`src/b64se_pkg.sv`:
```
// Package for the base64 stream encoder: group entry and status types,
// the pad code and the sextet-to-ASCII mapping. No dependencies.
package b64se_pkg;

  localparam logic [7:0] PAD_CHAR   = 8'h3D;
  localparam int         QUEUE_DEPTH = 2;
  localparam int         QPTR_W      = $clog2(QUEUE_DEPTH);
  localparam int         QCNT_W      = $clog2(QUEUE_DEPTH + 1);

  localparam logic [1:0] HELD_ONE   = 2'd1;
  localparam logic [1:0] HELD_TWO   = 2'd2;
  localparam logic [1:0] HELD_THREE = 2'd3;
  localparam logic [1:0] LAST_CHAR  = 2'd3;

  typedef struct packed {
    logic [23:0] group;
    logic [1:0]  held;
    logic        fin;
  } grp_t;

  typedef struct packed {
    logic full;
    logic empty;
  } queue_stat_t;

  function automatic logic [7:0] sextet_char(input logic [5:0] v);
    logic [7:0] c;
    case (v) inside
      [6'd0:6'd25]:  c = 8'h41 + {2'b00, v};
      [6'd26:6'd51]: c = 8'h61 + {2'b00, v} - 8'd26;
      [6'd52:6'd61]: c = 8'h30 + {2'b00, v} - 8'd52;
      6'd62:         c = 8'h2B;
      default:       c = 8'h2F;
    endcase
    return c;
  endfunction

endpackage

```
`src/b64se_front.sv`:
```
// Front end: accepts raw bytes, gathers the open group and pushes
// complete or final groups into the queue. Uses b64se_pkg.
module b64se_front import b64se_pkg::*; (
  input  logic        clk,
  input  logic        rst_n,
  input  logic        in_valid,
  output logic        in_ready,
  input  logic [7:0]  in_data_byte,
  input  logic        in_final_byte,
  input  queue_stat_t q_stat,
  output logic        push,
  output grp_t        push_grp
);

  logic [1:0] phase_r, phase_nxt;
  logic [7:0] pend0_r, pend0_nxt;
  logic [7:0] pend1_r, pend1_nxt;
  logic [1:0] phase_eff;
  logic [1:0] held;
  logic       xfer;

  assign in_ready = !q_stat.full;
  assign xfer     = in_valid && in_ready;

  always_comb begin
    phase_eff = (phase_r == 2'd3) ? 2'd2 : phase_r;
    pend0_nxt = pend0_r;
    pend1_nxt = pend1_r;
    phase_nxt = phase_r;
    push      = 1'b0;
    held      = (phase_eff == 2'd2) ? HELD_THREE : phase_eff + 2'd1;
    push_grp  = '0;
    if (xfer) begin
      if (phase_eff == 2'd0) pend0_nxt = in_data_byte;
      if (phase_eff == 2'd1) pend1_nxt = in_data_byte;
      if (held != HELD_THREE && !in_final_byte) begin
        phase_nxt = held;
      end else begin
        push                 = 1'b1;
        push_grp.group[23:16] = pend0_nxt;
        push_grp.group[15:8]  = (held != HELD_ONE) ? pend1_nxt : 8'h00;
        push_grp.group[7:0]   = (held == HELD_THREE) ? in_data_byte : 8'h00;
        push_grp.held        = held;
        push_grp.fin         = in_final_byte;
        pend0_nxt            = 8'h00;
        pend1_nxt            = 8'h00;
        phase_nxt            = 2'd0;
      end
    end
  end

  always_ff @(posedge clk) begin
    if (!rst_n) begin
      phase_r <= 2'd0;
      pend0_r <= 8'h00;
      pend1_r <= 8'h00;
    end else begin
      phase_r <= phase_nxt;
      pend0_r <= pend0_nxt;
      pend1_r <= pend1_nxt;
    end
  end

endmodule

```
`src/b64se_queue.sv`:
```
// Short group queue between front and back ends, register based.
// Uses b64se_pkg for the entry type and depth.
module b64se_queue import b64se_pkg::*; (
  input  logic        clk,
  input  logic        rst_n,
  input  logic        push,
  input  grp_t        push_grp,
  input  logic        pop,
  output grp_t        pop_grp,
  output queue_stat_t q_stat
);

  grp_t              mem_r [QUEUE_DEPTH];
  logic [QPTR_W-1:0] wr_ptr_r, wr_ptr_nxt;
  logic [QPTR_W-1:0] rd_ptr_r, rd_ptr_nxt;
  logic [QCNT_W-1:0] cnt_r, cnt_nxt;

  assign pop_grp      = mem_r[rd_ptr_r];
  assign q_stat.full  = (cnt_r == QCNT_W'(QUEUE_DEPTH));
  assign q_stat.empty = (cnt_r == '0);

  always_comb begin
    wr_ptr_nxt = wr_ptr_r;
    rd_ptr_nxt = rd_ptr_r;
    cnt_nxt    = cnt_r;
    if (push) wr_ptr_nxt = (wr_ptr_r == QPTR_W'(QUEUE_DEPTH - 1)) ? '0 : wr_ptr_r + 1'b1;
    if (pop)  rd_ptr_nxt = (rd_ptr_r == QPTR_W'(QUEUE_DEPTH - 1)) ? '0 : rd_ptr_r + 1'b1;
    if (push && !pop) cnt_nxt = cnt_r + 1'b1;
    else if (pop && !push) cnt_nxt = cnt_r - 1'b1;
  end

  always_ff @(posedge clk) begin
    if (push) begin
      mem_r[wr_ptr_r] <= push_grp;
    end
  end

  always_ff @(posedge clk) begin
    if (!rst_n) begin
      wr_ptr_r <= '0;
      rd_ptr_r <= '0;
      cnt_r    <= '0;
    end else begin
      wr_ptr_r <= wr_ptr_nxt;
      rd_ptr_r <= rd_ptr_nxt;
      cnt_r    <= cnt_nxt;
    end
  end

endmodule

```
`src/b64se_back.sv`:
```
// Back end: takes one group from the queue and emits its four characters
// through an output register, one per transfer. Uses b64se_pkg.
module b64se_back import b64se_pkg::*; (
  input  logic        clk,
  input  logic        rst_n,
  input  queue_stat_t q_stat,
  input  grp_t        pop_grp,
  output logic        pop,
  output logic        out_valid,
  input  logic        out_ready,
  output logic [7:0]  out_code_char,
  output logic        out_run_last,
  output logic        out_message_end
);

  grp_t       cur_r, cur_nxt;
  logic       busy_r, busy_nxt;
  logic [1:0] idx_r, idx_nxt;
  logic       ov_r, ov_nxt;
  logic [7:0] char_r, char_nxt;
  logic       rlast_r, rlast_nxt;
  logic       mend_r, mend_nxt;
  logic       emit;
  logic [5:0] sext;
  logic [7:0] dchar;

  always_comb begin
    case (idx_r)
      2'd0:    sext = cur_r.group[23:18];
      2'd1:    sext = cur_r.group[17:12];
      2'd2:    sext = cur_r.group[11:6];
      default: sext = cur_r.group[5:0];
    endcase
    dchar = sextet_char(sext);
  end

  always_comb begin
    emit      = busy_r && (!ov_r || out_ready);
    pop       = !q_stat.empty && (!busy_r || (emit && idx_r == LAST_CHAR));
    cur_nxt   = cur_r;
    busy_nxt  = busy_r;
    idx_nxt   = idx_r;
    ov_nxt    = ov_r;
    char_nxt  = char_r;
    rlast_nxt = rlast_r;
    mend_nxt  = mend_r;
    if (emit) begin
      ov_nxt    = 1'b1;
      rlast_nxt = (idx_r == LAST_CHAR);
      mend_nxt  = (idx_r == LAST_CHAR) && cur_r.fin;
      if (idx_r == 2'd2 && cur_r.held == HELD_ONE) char_nxt = PAD_CHAR;
      else if (idx_r == LAST_CHAR && cur_r.held != HELD_THREE) char_nxt = PAD_CHAR;
      else char_nxt = dchar;
      idx_nxt = idx_r + 2'd1;
      if (idx_r == LAST_CHAR) busy_nxt = 1'b0;
    end else if (out_ready) begin
      ov_nxt = 1'b0;
    end
    if (pop) begin
      cur_nxt  = pop_grp;
      busy_nxt = 1'b1;
      idx_nxt  = 2'd0;
    end
  end

  always_ff @(posedge clk) begin
    cur_r   <= cur_nxt;
    char_r  <= char_nxt;
    rlast_r <= rlast_nxt;
    mend_r  <= mend_nxt;
  end

  always_ff @(posedge clk) begin
    if (!rst_n) begin
      busy_r <= 1'b0;
      idx_r  <= 2'd0;
      ov_r   <= 1'b0;
    end else begin
      busy_r <= busy_nxt;
      idx_r  <= idx_nxt;
      ov_r   <= ov_nxt;
    end
  end

  assign out_valid       = ov_r;
  assign out_code_char   = char_r;
  assign out_run_last    = rlast_r;
  assign out_message_end = mend_r;

endmodule

```
`src/base64_stream_encoder.sv`:
```
// Base64 stream encoder, standard alphabet with '=' padding.
// Channels: input in_valid/in_ready carries one raw byte (in_data_byte)
//   and in_final_byte, set on the last byte of a message.
// Output out_valid/out_ready carries one ASCII character per transfer,
//   with out_run_last on the fourth character of a group and
//   out_message_end on the fourth character of the message's last group.
// Every third byte, or a final byte, closes a group of four characters;
//   a short final group is zero-filled and padded with '='.
// A group closed by a byte is pushed into the queue, then popped into
//   the back end's group register; each of its characters is registered
//   in the output register before it is shown.
// Bytes are taken one per cycle while the two-entry group queue has
//   room; the back end emits one character per cycle while the receiver
//   takes them, four characters per group.
// Reset (rst_n low, synchronous) empties the queue, drops any open group
//   and clears the output valid flag.
// When the receiver stalls, the current character holds in the output
//   register; the queue fills and in_ready drops once two groups wait.
module base64_stream_encoder import b64se_pkg::*; (
  input  logic       clk,
  input  logic       rst_n,
  input  logic       in_valid,
  output logic       in_ready,
  input  logic [7:0] in_data_byte,
  input  logic       in_final_byte,
  output logic       out_valid,
  input  logic       out_ready,
  output logic [7:0] out_code_char,
  output logic       out_run_last,
  output logic       out_message_end
);

  queue_stat_t q_stat;
  logic        push;
  logic        pop;
  grp_t        push_grp;
  grp_t        pop_grp;

  b64se_front u_front (
    .clk           (clk),
    .rst_n         (rst_n),
    .in_valid      (in_valid),
    .in_ready      (in_ready),
    .in_data_byte  (in_data_byte),
    .in_final_byte (in_final_byte),
    .q_stat        (q_stat),
    .push          (push),
    .push_grp      (push_grp)
  );

  b64se_queue u_queue (
    .clk      (clk),
    .rst_n    (rst_n),
    .push     (push),
    .push_grp (push_grp),
    .pop      (pop),
    .pop_grp  (pop_grp),
    .q_stat   (q_stat)
  );

  b64se_back u_back (
    .clk             (clk),
    .rst_n           (rst_n),
    .q_stat          (q_stat),
    .pop_grp         (pop_grp),
    .pop             (pop),
    .out_valid       (out_valid),
    .out_ready       (out_ready),
    .out_code_char   (out_code_char),
    .out_run_last    (out_run_last),
    .out_message_end (out_message_end)
  );

  a_no_overflow: assert property (@(posedge clk) disable iff (!rst_n)
    !(push && q_stat.full && !pop))
    else $error("group queue overflow");

  a_no_underflow: assert property (@(posedge clk) disable iff (!rst_n)
    !(pop && q_stat.empty))
    else $error("group queue underflow");

  a_end_is_last: assert property (@(posedge clk) disable iff (!rst_n)
    out_valid && out_message_end |-> out_run_last)
    else $error("message end off a group boundary");

  a_pad_tail: assert property (@(posedge clk) disable iff (!rst_n)
    out_valid && out_code_char == PAD_CHAR && !out_run_last |-> !out_message_end)
    else $error("pad character with end mark before group end");

endmodule
```
`config.mk`:
```
export PLATFORM = sky130hd
export DESIGN_NAME = base64_stream_encoder
export DESIGN_NICKNAME = d
export VERILOG_FILES = /design/src/b64se_pkg.sv /design/src/b64se_front.sv /design/src/b64se_queue.sv /design/src/b64se_back.sv /design/src/base64_stream_encoder.sv
export SDC_FILE = /design/constraint.sdc
export NUM_CORES = 1
export LEC_CHECK = 0
export ABC_AREA = 1
export BUFFER_PORTS_ARGS = -buffer_cell sky130_fd_sc_hd__buf_2
export CAP_MARGIN = 10
export CORE_ASPECT_RATIO = 1.4
export CORE_MARGIN = 5
export CORE_UTILIZATION = 31
export DETAILED_ROUTE_END_ITERATION = 8
export PLACE_DENSITY_LB_ADDON = 0.08
export SLEW_MARGIN = 5
export SYNTH_ARGS = -nofsm -noshare
export SYNTH_HDL_FRONTEND = slang
export SYNTH_HIERARCHICAL = 1
export SYNTH_SLANG_ARGS = --single-unit
```
`constraint.sdc`:
```
create_clock -name clk -period 5.8 [get_ports clk]
set_clock_uncertainty 0.2 [all_clocks]
set_input_delay 0.87 -clock clk [delete_from_list [all_inputs] [get_ports clk]]
set_output_delay 0.87 -clock clk [all_outputs]
set_load 0.02 [all_outputs]
```
# Yosys cells after proc, flatten, opt, wreduce, memory -nomap -nowiden
# Memories as Yosys holds them, arrays and structs flattened. A register that Yosys moved wholly into a read port is not among the register bits.
# Cells that the tools add are included.
[classes]
n_reduce_logical = 32
add_sub_neg = 11
eq_ne = 13
mux = 29
magnitude_cmp = 6
bitwise = 1
[ops]
columns = ["operator", "count"]
rows = [
  ["8-bit two-way mux", 9],
  ["27-bit two-way mux", 2],
  ["6-bit case mux with 3 select lines", 1],
  ["7-bit by 6-bit adder with 8-bit output, first input constant", 2],
  ["1-bit logical AND", 13],
  ["2-bit equality test, second input constant", 6],
  ["6-bit <= comparator, second input constant", 2],
  ["1-bit two-way mux", 11],
  ["2-bit two-way mux", 5],
  ["2-bit nonzero test", 4],
  ["8-bit by 5-bit subtractor with 8-bit output, second input constant", 1],
  ["8-bit by 6-bit subtractor with 8-bit output, second input constant", 1],
  ["6-bit by 6-bit adder with 7-bit output, first input constant", 1],
  ["1-bit logical NOT", 7],
  ["2-bit by 1-bit adder with 2-bit output, second input constant", 3],
  ["2-bit by 1-bit equality test with 1-bit output, second input constant", 3],
  ["6-bit equality test, second input constant", 1],
  ["6-bit by 1-bit >= comparator with 1-bit output, second input constant", 1],
  ["6-bit by 5-bit >= comparator with 1-bit output, second input constant", 1],
  ["6-bit >= comparator, second input constant", 1],
  ["6-bit by 5-bit <= comparator with 1-bit output, second input constant", 1],
  ["2-bit logical NOT", 3],
  ["2-bit != test, second input constant", 2],
  ["2-bit OR reduction", 2],
  ["7 further kinds", 9],
]
[word_totals]
mem_bits_rw = 54
in_bits = 13
ff_bits = 36
out_inout_bits = 12
mem_count = 1
[memory_table]
columns = ["memory", "depth", "width", "rd", "rd_ports_with_merged_regs", "write_ports", "line", "text"]
rows = [
  ["u_queue.mem_r", 2, 27, 1, 1, 1, "b64se_queue.sv:13", "grp_t mem_r [QUEUE_DEPTH];"],
]

# Logic depth before layout (Yosys ltp)
# Gate-level depths: netlist (run 1).
[depth]
ltp_word = 12
depth_mapped = 16
mapped_depth_nobuf = 16

# Hierarchy
# Netlist (run 1), hierarchy kept.
[modules_own_cells]
columns = ["mod", "seq_area_each_um2", "area_each_um2", "n_inst", "cells_each"]
rows = [
  ["b64se_queue", 1721.7, 2279.7, 1, 119],
  ["b64se_back", 1191.1, 2147.1, 1, 207],
  ["b64se_front", 360.3, 1136.1, 1, 179],
]

# Worst setup path before layout (run 1)
# OpenSTA, ideal clock, no wires.
[synth_path]
path_type = "input-to-reg"
from = "input port out_ready"
to = "register u_queue.cnt_r[1]"
arrival_ps = 3086
setup_slack_ps = 2450
setup_time_ps = 64
required_ps = 5536
path_stages = 11
path_buffers = 0
path_cell_list = "inv_1 > nand2_1 > a21oi_1 > nor2_1 > inv_1 > ha_1 > inv_1 > nand3_1 > nand2_1 > inv_1 > nor2_1"
[synth_via]
elab_chain_cells = 8
word_cells_on_any_way = 10
classes_between = "1 x mux; 9 x reduce/logical"
[synth_lines]
columns = ["item", "line", "text"]
rows = [
  ["start, declared", "base64_stream_encoder.sv:27", "input logic out_ready,"],
  ["1-bit logical OR *", "b64se_back.sv:38", "emit = busy_r && (!ov_r || out_ready);"],
  ["1-bit logical AND *", "b64se_back.sv:38", ""],
  ["1-bit logical AND *", "b64se_back.sv:39", "pop = !q_stat.empty && (!busy_r || (emit && idx_r == LAST_CHAR));"],
  ["1-bit logical OR *", "b64se_back.sv:39", ""],
  ["1-bit logical AND *", "b64se_back.sv:39", ""],
  ["net pop", "base64_stream_encoder.sv:35", "logic pop;"],
  ["1-bit logical NOT", "b64se_queue.sv:28", "if (push && !pop) cnt_nxt = cnt_r + 1'b1;"],
  ["1-bit logical AND", "b64se_queue.sv:28", ""],
  ["2-bit two-way mux or 2-bit nonzero test (tied branches)", "n/a", ""],
  ["end signal, assigned", "b64se_queue.sv:46", "cnt_r <= cnt_nxt;"],
  ["end, declared", "b64se_queue.sv:16", "logic [QCNT_W-1:0] cnt_r, cnt_nxt;"],
]
# Mark *: on every way through the listed nets, which the timed path passes. The rest lies on a longest branch.
# A chain may end at the register's enable or synchronous reset.

# Worst setup path in the final report (run 1)
[layout_path]
from = "register u_back.idx_r[0]"
to = "register u_back.char_r[4] (netlist: u_back/out_code_char[4]) (data pin)"
[layout_via]
elab_chain_cells = 7
word_cells_on_any_way = 25
classes_between = "5 x add/sub; 6 x order compare; 3 x eq/ne; 4 x mux; 7 x reduce/logical"
[layout_lines]
columns = ["item", "line", "text"]
rows = [
  ["start, declared", "b64se_back.sv:18", "logic [1:0] idx_r, idx_nxt;"],
  ["start signal, assigned", "b64se_back.sv:80", "idx_r <= idx_nxt;"],
  ["2-bit equality test, or another cell as far along", "b64se_back.sv:28, b64se_back.sv:51", ""],
  ["6-bit case mux with 3 select lines", "b64se_back.sv:28", "case (idx_r)"],
  ["6-bit by 6-bit adder with 7-bit output, or another cell as far along", "b64se_pkg.sv:31", "[6'd52:6'd61]: c = 8'h30 + {2'b00, v} - 8'd52;"],
  ["8-bit by 6-bit subtractor with 8-bit output or 1-bit logical AND (tied branches)", "b64se_pkg.sv:31, b64se_back.sv:34", ""],
  ["8-bit two-way mux (3 in series)", "b64se_pkg.sv:28", "case (v) inside"],
  ["end signal, assigned", "b64se_back.sv:68", "char_r <= char_nxt;"],
  ["end, declared", "b64se_back.sv:20", "logic [7:0] char_r, char_nxt;"],
]
# Several ways; a longest one is shown, not always the timed one.

==> results.py, run 1 <==
metrics = {
    "pwr": {
        "leakagePower_nw": 2.52,
        "combPwrFrac": 0.342,
        "power_switching_mw": 1.12,
        "totalPowerFinal_mw": 3.27,
        "swShare": 0.343,
        "internal-power_mw": 2.15,
        "seqPwrFrac": 0.375,
        "ir_drop_mv": 0.219,
        "pwr-share-clk": 0.283,
        "power_density_nw_per_um2": 511,
    },
    "floorplanning": {
        "coreArea_sq_um": 17800,
        "die_height_um": 169,
        "die-width_um": 123,
        "ios": 25,
        "initial_utilization": 0.313,
        "dieArea_sq_um": 20800,
        "row_count": 58,
    },
    "layout": {
        "antenna_cells": 0,
        "fillers": 1763,
        "design_area_sq_um": 6410,
        "syn_to_final_growth_pct": 15.2,
        "drive_above_1_share": 0.213,
        "final_nets": 561,
    },
    "drt": {
        "postRouteAntennaNets": 0,
        "drc": 0,
        "viasPerCell": 4.45,
        "drt_first_pass_iters": 4,
        "wirelength_mm": 11.2,
        "vias": 3519,
        "first_iter_violations": 226,
        "post_drt_wl_per_cell_um": 14.1,
    },
    "worst_setup_path": {
        "worst_setup_path_end_kind": "flip-flop",
        "crit_buf_inv": 2,
        "cp.arrival_ps": 2900,
        "r2r_slack_ps": 2860,
        "timing.rr.end": "u_back/out_code_char[4]",
        "crit_top_cell": "nand2_1",
        "worst-setup-path-type": "reg -> reg",
        "crit_fanout": 7,
        "r2r_cells": 14,
        "crit_path_start_kind": "flip-flop",
        "required_ps": 5750,
        "slowest_stage": "ha_1",
        "regToRegStartpoint": "u_back/idx_r[0]",
        "critical-path-max-stage-delay_ps": 350,
        "path_delay_family": "simple AND/OR/NAND/NOR gates",
        "cp_cell_sequence": "inv_1 > ha_1 > nand2_1 > nand3_1 > nand2_1 > nand2_1 > inv_1 > ha_1 > nor2_1 > nand3_2 > nand2_4 > nand2_1 > a21oi_1 > nand2_1",
    },
    "timing": {
        "drv_slew": 0,
        "min_period_over_period": 0.508,
        "finalSetupTns_ps": 0,
        "hold_viol_final": 0,
        "max_freq_mhz": 340,
        "finalSetupViolCount": 0,
        "worstMarginPinSlew_ps": 1100,
        "rsz0062_at_grt": "false",
        "min_period_ps": 2940,
        "relSlewSlack": 0.266,
        "setup_ws_ps": 2860,
    },
    "clocking": {
        "cts_buffers": 17,
        "cts_buffer_depth": 2,
        "clkSinkCount": 118,
        "cts_resized": 0,
        "clockRootBuffer": "clkbuf_16",
        "post-cts-setup-buffer-count": 0,
        "htree_levels": 4,
        "cts_tree": "built",
        "cts.clk_slew.worst_paths_ps": 50,
        "clock_latency_ps": 410,
        "cts_hold_buf": 0,
    },
    "job": {
        "max_cap_violations": 0,
    },
    "logic_synthesis": {
        "ys_seq_area_frac": 0.588,
        "syn-mean-instance-area_sq_um": 11.0,
        "synth-seq-cells": 118,
        "netlist_area_sq_um": 5560,
        "ys.warnings.count": 6,
        "syn_inst": 505,
        "synthesis.nets": 528,
        "ys_types": 37,
    },
    "place": {
        "placedInstanceArea_sq_um": 5880,
        "gp_congestion": 0.818,
        "io_buffers": 24,
        "dp.final_hpwl_mm": 8.07,
        "pre_cts_slack_ps": 2580,
    },
    "hold_path": {
        "whs_path_depth": 2,
        "min-delay-start": "u_front/pend0_r[7]",
        "hold_path.class": "reg -> reg",
        "min_to": "u_front/pend0_r[7]",
    },
    "global_routing": {
        "overflow": 0,
        "grtUsageTotal": 0.117,
        "grt_pass1_vias": 3506,
        "grt_max_degree": 31,
        "grt_pass1_wl_mm": 18.5,
        "antenna_found_initial": 0,
    },
    "status": {
        "outcome": "complete, no violations",
    },
}
## area by class of cell
type / instances / area (sq um) / area share
clock buffer: 26 / 509 / 0.0794
clock inverter: 5 / 21.3 / 0.00332
inverter: 33 / 126 / 0.0197
multi-input combinational: 340 / 2030 / 0.317
sequential: 118 / 3270 / 0.511
tap: 240 / 300 / 0.0468
timing repair buffer: 28 / 150 / 0.0234
## cell usage in the layout, fill, tap and decap left out, drive strengths merged
master | synthesis | final
a21oi | 44 | 44
buf | 12 | 28
clkbuf | 2 | 26
clkinv | 2 | 7
conb | 1 | 1
dfxtp | 27 | 27
edfxtp | 91 | 91
ha | 10 | 10
inv | 31 | 31
mux2 | 27 | 27
nand2 | 153 | 153
nand3 | 26 | 26
nand3b | 2 | 2
nand4 | 5 | 5
nor2 | 49 | 49
nor3 | 1 | 1
o21ai | 14 | 14
o21bai | 4 | 4
o22ai | 1 | 1
xor2 | 3 | 3
## kinds of logic after synthesis
| kind of cell | synth area share |
|---|---|
| other | 0.000674 |
| xor gates and xnor gates | 0.00472 |
| buffers and inverters | 0.0477 |
| DFF | 0.588 |
| and+or+nand+nor | 0.199 |
| muxes | 0.0682 |
| AOI/OAI and AO/OA | 0.0686 |
| adders and majority gates | 0.0225 |
## worst min-delay path, stage by stage, from the launching register on
cell     delay (ps)
dfxtp_1         300
nand2_1          60
a21oi_1          50
## routing by layer
layer	vias to the layer above	global-route usage	share of wire
met5	-	0	0
met4	0	0.0578	0.025
met1	1629	0.129	0.39
met3	20	0.0324	0.047
met2	89	0.205	0.54
li1	1781	-	-
## metrics by stage
step                      std cells  hold WS, ps  utilization
after floorplan                 505          240            -
after global placement          759          251        0.331
after CTS                       790          260        0.361
after global routing            790          274        0.361
after detailed placement        759          252        0.331
final                           790          262        0.361
## sequential cells by signal, summed over array words and instances, names as in the netlist, 2 cells and up, named ones only
name                  flops
u_queue/mem_r            54
u_back/cur_r             27
u_back/out_code_char      8
u_front/pend0_r           8
u_front/pend1_r           8
u_back/idx_r              2
u_front/phase_r           2
u_queue/cnt_r             2
## worst max path at each step
stage               depth (start not counted)                       to             from  slack, ps
finish                                     14  u_back/out_code_char[4]  u_back/idx_r[0]       2860
floorplan                                  11         u_queue/cnt_r[1]        out_ready       2450
global placement                            5      u_queue/mem_r[1][7]         in_valid       2570
global route                               14  u_back/out_code_char[4]  u_back/idx_r[0]       2580
CTS                                        14  u_back/out_code_char[4]  u_back/idx_r[0]       2790
detailed placement                          5     u_queue/mem_r[1][25]         in_valid       2580
## synth_stat cells (all sizes together)
cell    number  area, sq um
o21ai       14         73.8
conb         1         3.75
nand2      153          604
o21bai       4         63.8
inv         31          119
buf         12          131
nor2        49          318
clkbuf       2         7.51
mux2        27          379
nand3       26          135
xor2         3         26.3
nor3         1         5.00
nand4        5         31.3
dfxtp       27          541
edfxtp      91         2730
ha          10          125
nand3b       2         15.0
o22ai        1         12.5
clkinv       2         7.51
a21oi       44          231
## power groups by stage
| stage | Combinational, mW | Sequential (mW) | Clock, mW |
|---|---|---|---|
| after floorplan | 0.869 | 1.28 | 0 |
| after global placement | 1.14 | 1.25 | 0 |
| after detailed placement | 1.14 | 1.25 | 0 |
| after CTS | 1.14 | 1.23 | 0.962 |
| after global routing | 1.25 | 1.24 | 0.999 |
| final | 1.12 | 1.23 | 0.926 |
(Power assumes the default switching activity.)
==> run 2, diff against run 1 <==
Clock period 5.8 ns to 2.7 ns, I/O delays scaled along.
==> run 2 against run 1 <==
Fmax rose by 18%. Via count rose by 1.1%. Cell area grew 3.0%. Sequential power grew 120%. Critical path type unchanged. Critical endpoint unchanged. Largest cell class unchanged.
==> results.py, run 2 (same netlist as run 1, synthesis figures left out) <==
metrics = {
    "layout": {
        "reg_top3": "u_queue/mem_r x54, u_back/cur_r x27",
        "final_common_cell": "nand2_1",
        "largest_reg_flops": 54,
        "antenna_cells": 0,
        "final_nets": 568,
        "final_cells": 798,
        "regMostFlops": "u_queue/mem_r",
        "final_cell_mix": "144 x nand2_1, 91 x edfxtp_1, 41 x a21oi_1",
        "syn_to_final_growth_pct": 18.7,
        "drive_above_1_share": 0.246,
    },
    "drt": {
        "first_iter_violations": 207,
        "viasPerCell": 4.46,
        "wirelength_mm": 11.6,
        "drc": 0,
        "postRouteAntennaNets": 0,
        "drt_first_pass_iters": 5,
        "post_drt_wl_per_cell_um": 14.5,
        "vias": 3558,
    },
    "floorplanning": {
        "die_height_um": 169,
        "row_count": 58,
        "die-width_um": 123,
        "dieArea_sq_um": 20800,
        "coreArea_sq_um": 17800,
        "ios": 25,
        "initial_utilization": 0.313,
    },
    "clocking": {
        "cts_buffers": 17,
        "clockRootBuffer": "clkbuf_16",
        "cts_buffer_depth": 2,
        "cts_hold_buf": 0,
        "clkSinkCount": 118,
        "cts.clk_slew.worst_paths_ps": 50,
        "cts_tree": "built",
        "clock_latency_ps": 410,
        "htree_levels": 4,
    },
    "timing": {
        "finalSetupTns_ps": 0,
        "relSlewSlack": 0.631,
        "setup_ws_ps": 209,
        "max_freq_mhz": 401,
        "rsz0062_at_grt": "false",
        "drv_slew": 0,
        "hold_viol_final": 0,
        "worstMarginPinSlew_ps": 550,
        "min_period_ps": 2490,
        "min_period_over_period": 0.923,
        "finalSetupViolCount": 0,
    },
    "hold_path": {
        "min_to": "u_front/phase_r[0]",
        "whs_path_depth": 3,
        "min-delay-start": "in_valid",
        "hold_path.class": "in -> reg",
    },
    "worst_setup_path": {
        "worst_setup_path_end_kind": "flip-flop",
        "timing.rr.end": "u_back/out_code_char[4]",
        "worst-setup-path-type": "reg -> reg",
        "crit_path_start_kind": "flip-flop",
        "regToRegStartpoint": "u_back/idx_r[1]",
        "required_ps": 2670,
        "crit_fanout": 7,
        "cp.arrival_ps": 2460,
        "r2r_cells": 14,
        "r2r_slack_ps": 210,
    },
    "pwr": {
        "power_density_nw_per_um2": 1140,
        "leakagePower_nw": 2.59,
        "ir_drop_mv": 0.380,
        "totalPowerFinal_mw": 7.55,
    },
    "global_routing": {
        "grt_pass1_wl_mm": 18.8,
        "overflow": 0,
        "antenna_found_initial": 0,
        "grt_max_degree": 31,
        "grt_pass1_vias": 3560,
        "grtUsageTotal": 0.120,
    },
    "job": {
        "max_cap_violations": 0,
    },
    "status": {
        "outcome": "complete, no violations",
    },
    "place": {
        "gp_congestion": 0.880,
        "dp_cells": 766,
        "pre_cts_slack_ps": 29.4,
        "io_buffers": 24,
        "dp.final_hpwl_mm": 8.44,
    },
}
==> run 2: cell types whose count changed in the layout (fill, tap and decap cells not counted), sizes merged <==
| cell | delta |
|---|---|
| buf | +7 |
| bufinv | +5 |
| clkbuf | -8 |
| clkinvlp | +4 |
==> run 2: final cells by class <==
| type | count | area [sq um] |
|---|---|---|
| Clock buffer | 18 | 429 |
| Sequential cell | 118 | 3270 |
| Fill cell | 1762 | 11200 |
| Multi-Input combinational cell | 340 | 2060 |
| Inverter | 33 | 126 |
| Clock inverter | 14 | 208 |
| Timing Repair Buffer | 35 | 203 |
| Tap cell | 240 | 300 |
==> run 2: repair_timing <==
| item | CTS | global route |
|---|---|---|
| setup endpoints to repair | 0 | 7 |
| gates resized for setup | 0 | 9 |
| setup buffers | 0 | 0 |
==> run 2: per-stage QoR <==
| stage | area [sq um] | utilization | hold slack [ps] |
|---|---|---|---|
| 2_1_floorplan | 5570 | - | 240 |
| 3_3_place_gp | 5930 | 0.334 | 248 |
| 3_5_place_dp | 5930 | 0.334 | 255 |
| 4_1_cts | 6570 | 0.369 | 71.1 |
| 5_1_grt | 6600 | 0.371 | 79.7 |
| 6_report | 6600 | 0.371 | 88.5 |
==> run 2: how the worst max path moves through the flow <==
stage / start / end / slack (ps) / cells after the start
final: u_back/idx_r[1] / u_back/out_code_char[4] / 210 / 14
after global routing: u_back/idx_r[1] / u_back/out_code_char[4] / 20 / 14
after CTS: u_back/idx_r[0] / u_back/out_code_char[4] / 20 / 14
after detailed placement: u_back/idx_r[0] / u_back/out_code_char[4] / 30 / 14
after global placement: u_back/idx_r[0] / u_back/out_code_char[4] / 110 / 14
after floorplan: u_back/idx_r[0] / u_queue/cnt_r[1] / 210 / 10
==> run 2: layer usage <==
| layer | wire length, um | track usage | part of all wire |
|---|---|---|---|
| met5 | 0 | 0 | 0 |
| met4 | 445 | 0.0747 | 0.038 |
| met3 | 335 | 0.0294 | 0.029 |
| met2 | 6100 | 0.201 | 0.53 |
| met1 | 4690 | 0.136 | 0.41 |
==> run 2: critical path, stage by stage, from the launching register on <==
cell	delay, ps
dfxtp_1	340
inv_1	150
ha_4	190
nand2_1	50
nand3_1	70
nand2_1	70
nand2_2	120
inv_1	110
ha_1	260
nor2_2	150
nand3_2	120
nand2_4	130
nand2_1	70
a21oi_1	140
nand2_1	60
==> run 2: power by group <==
part / switching, mW / internal (mW) / total (mW) / leakage, nW
sequential: 0.142 / 2.51 / 2.65 / 1.08
clock: 0.786 / 1.63 / 2.41 / 0.299
combinational: 1.60 / 0.887 / 2.49 / 1.22
total: 2.53 / 5.02 / 7.55 / 2.59
==> run 3, diff against run 2 <==
Settings changed: HOLD_SLACK_MARGIN set to 0.15.
==> run 3 against run 2 <==
Cell area is 0.45% higher. Combinational power barely moved. Critical endpoint unchanged. Die area did not move. Largest cell class unchanged. Setup slack got worse by 0.61 ps. Largest power group unchanged.
==> results.py, run 3 (same netlist as run 1, synthesis figures left out) <==
metrics = {
    "global_routing": {
        "grt_pass1_vias": 3566,
        "grtUsageTotal": 0.120,
        "overflow": 0,
        "antenna_found_initial": 0,
        "grt_pass1_wl_mm": 18.8,
        "grt_max_degree": 31,
    },
    "place": {
        "io_buffers": 24,
        "dp.final_hpwl_mm": 8.44,
        "gp_congestion": 0.880,
        "placedInstanceArea_sq_um": 5930,
    },
    "pwr": {
        "leakagePower_nw": 2.61,
        "swShare": 0.335,
        "internal-power_mw": 5.02,
        "seqPwrFrac": 0.350,
        "ir_drop_mv": 0.380,
        "pwr-share-clk": 0.319,
        "combPwrFrac": 0.331,
        "totalPowerFinal_mw": 7.56,
        "power_switching_mw": 2.53,
        "power_density_nw_per_um2": 1140,
    },
    "drt": {
        "vias": 3580,
        "post_drt_wl_per_cell_um": 14.5,
        "drt_first_pass_iters": 5,
        "drc": 0,
        "first_iter_violations": 220,
        "wirelength_mm": 11.6,
        "viasPerCell": 4.47,
        "postRouteAntennaNets": 0,
    },
    "hold_path": {
        "min_to": "u_front/phase_r[0]",
        "whs_path_depth": 4,
        "min-delay-start": "in_final_byte",
        "hold_path.class": "in -> reg",
    },
    "timing": {
        "drv_slew": 0,
        "finalSetupTns_ps": 0,
        "min_period_ps": 2490,
        "worstMarginPinSlew_ps": 553,
        "hold_viol_final": 0,
        "max_freq_mhz": 401,
        "min_period_over_period": 0.923,
        "relSlewSlack": 0.629,
        "rsz0062_at_grt": "false",
        "finalSetupViolCount": 0,
    },
    "worst_setup_path": {
        "regToRegStartpoint": "u_back/idx_r[1]",
        "crit_path_start_kind": "flip-flop",
        "critical_path_depth": 14,
        "r2r_cells": 14,
        "cp.arrival_ps": 2460,
        "crit_buf_inv": 2,
        "r2r_slack_ps": 210,
        "critical-path-max-stage-delay_ps": 340,
        "slowest_stage": "dfxtp_1",
        "cp_cell_sequence": "inv_1 > ha_4 > nand2_1 > nand3_1 > nand2_1 > nand2_2 > inv_1 > ha_1 > nor2_2 > nand3_2 > nand2_4 > nand2_1 > a21oi_1 > nand2_1",
        "timing.rr.end": "u_back/out_code_char[4]",
        "path_delay_family": "simple AND/OR/NAND/NOR gates",
        "worst-setup-path-type": "reg -> reg",
        "crit_fanout": 7,
        "crit_top_cell": "nand2_1",
        "required_ps": 2670,
        "worst_setup_path_end_kind": "flip-flop",
    },
    "layout": {
        "antenna_cells": 0,
        "reg_top3": "u_queue/mem_r x54, u_back/cur_r x27",
        "fillers": 1761,
        "largest_reg_flops": 54,
        "finish.utilization": 0.373,
        "design_area_sq_um": 6630,
        "final_cell_mix": "144 x nand2_1, 91 x edfxtp_1, 41 x a21oi_1",
        "final_common_cell": "nand2_1",
        "final_nets": 571,
        "drive_above_1_share": 0.244,
        "syn_to_final_growth_pct": 19.2,
        "regMostFlops": "u_queue/mem_r",
    },
    "clocking": {
        "cts_tree": "built",
        "clkSinkCount": 118,
        "cts_buffer_depth": 2,
        "htree_levels": 4,
        "cts_buffers": 17,
        "clockRootBuffer": "clkbuf_16",
        "post-cts-setup-buffer-count": 0,
        "cts.clk_slew.worst_paths_ps": 50,
        "clock_latency_ps": 420,
    },
    "floorplanning": {
        "ios": 25,
        "die_height_um": 169,
        "initial_utilization": 0.313,
        "dieArea_sq_um": 20800,
        "row_count": 58,
        "die-width_um": 123,
        "coreArea_sq_um": 17800,
    },
    "job": {
        "max_cap_violations": 0,
    },
    "status": {
        "outcome": "complete, no violations",
    },
}
run 3: cell count changes in the layout (fill, tap and decap cells not counted), sizes merged:
cell and delta:
dlygate4sd3 +3
run 3: cell type report:
| cell class | instances | area [sq um] | area share |
|---|---|---|---|
| well taps | 240 | 300 | 0.0453 |
| clock buffers | 18 | 429 | 0.0647 |
| inverters | 33 | 126 | 0.0191 |
| repair buffers | 38 | 233 | 0.0351 |
| multi-input cells | 340 | 2060 | 0.311 |
| clock inverters | 14 | 208 | 0.0313 |
| flip-flops and latches | 118 | 3270 | 0.494 |
run 3: repair_timing:
action,in CTS,in global routing
hold buffers,3,0
endpoints found under the setup margin,0,7
resized for setup,0,9
endpoints found under the hold margin,9,0
run 3: worst max-delay path by stage:
stage | startpoint | end | slack [ps]
2_1_floorplan | u_back/idx_r[0] | u_queue/cnt_r[1] | 210
6_report | u_back/idx_r[1] | u_back/out_code_char[4] | 210
3_5_place_dp | u_back/idx_r[0] | u_back/out_code_char[4] | 30
3_3_place_gp | u_back/idx_r[0] | u_back/out_code_char[4] | 110
4_1_cts | u_back/idx_r[0] | u_back/out_code_char[4] | 20
5_1_grt | u_back/idx_r[1] | u_back/out_code_char[4] | 20
run 3: layer usage:
| metal | GRT usage | vias to the layer above | part of all wire |
|---|---|---|---|
| met5 | 0 | - | 0 |
| met2 | 0.201 | 79 | 0.53 |
| li1 | - | 1808 | - |
| met3 | 0.0294 | 25 | 0.028 |
| met4 | 0.0747 | 0 | 0.031 |
| met1 | 0.136 | 1668 | 0.41 |
run 3: metrics by stage:
| stage | worst slack (ps) | hold slack [ps] | cells |
|---|---|---|---|
| 6_report | 208 | 168 | 801 |
| 4_1_cts | 21.3 | 157 | 801 |
| 5_1_grt | 16.0 | 176 | 801 |
| 3_3_place_gp | 109 | 248 | 766 |
| 3_5_place_dp | 29.4 | 255 | 766 |
| 2_1_floorplan | 214 | 240 | 505 |
run 3: worst reg2reg max path: stages (launching register included):
cell and delay [ps]:
dfxtp_1 340, inv_1 150, ha_4 190, nand2_1 50, nand3_1 70, nand2_1 70
nand2_2 120, inv_1 110, ha_1 260, nor2_2 150, nand3_2 120, nand2_4 130
nand2_1 70, a21oi_1 140, nand2_1 60
run 3: power groups by stage:
stage                     Clock, mW  Combinational [mW]  Sequential [mW]
final                          2.41                2.50             2.65
after global placement            0                2.48             2.69
after CTS                      2.48                2.50             2.65
after global routing           2.58                2.77             2.69
after floorplan                   0                1.87             2.74
after detailed placement          0                2.49             2.69
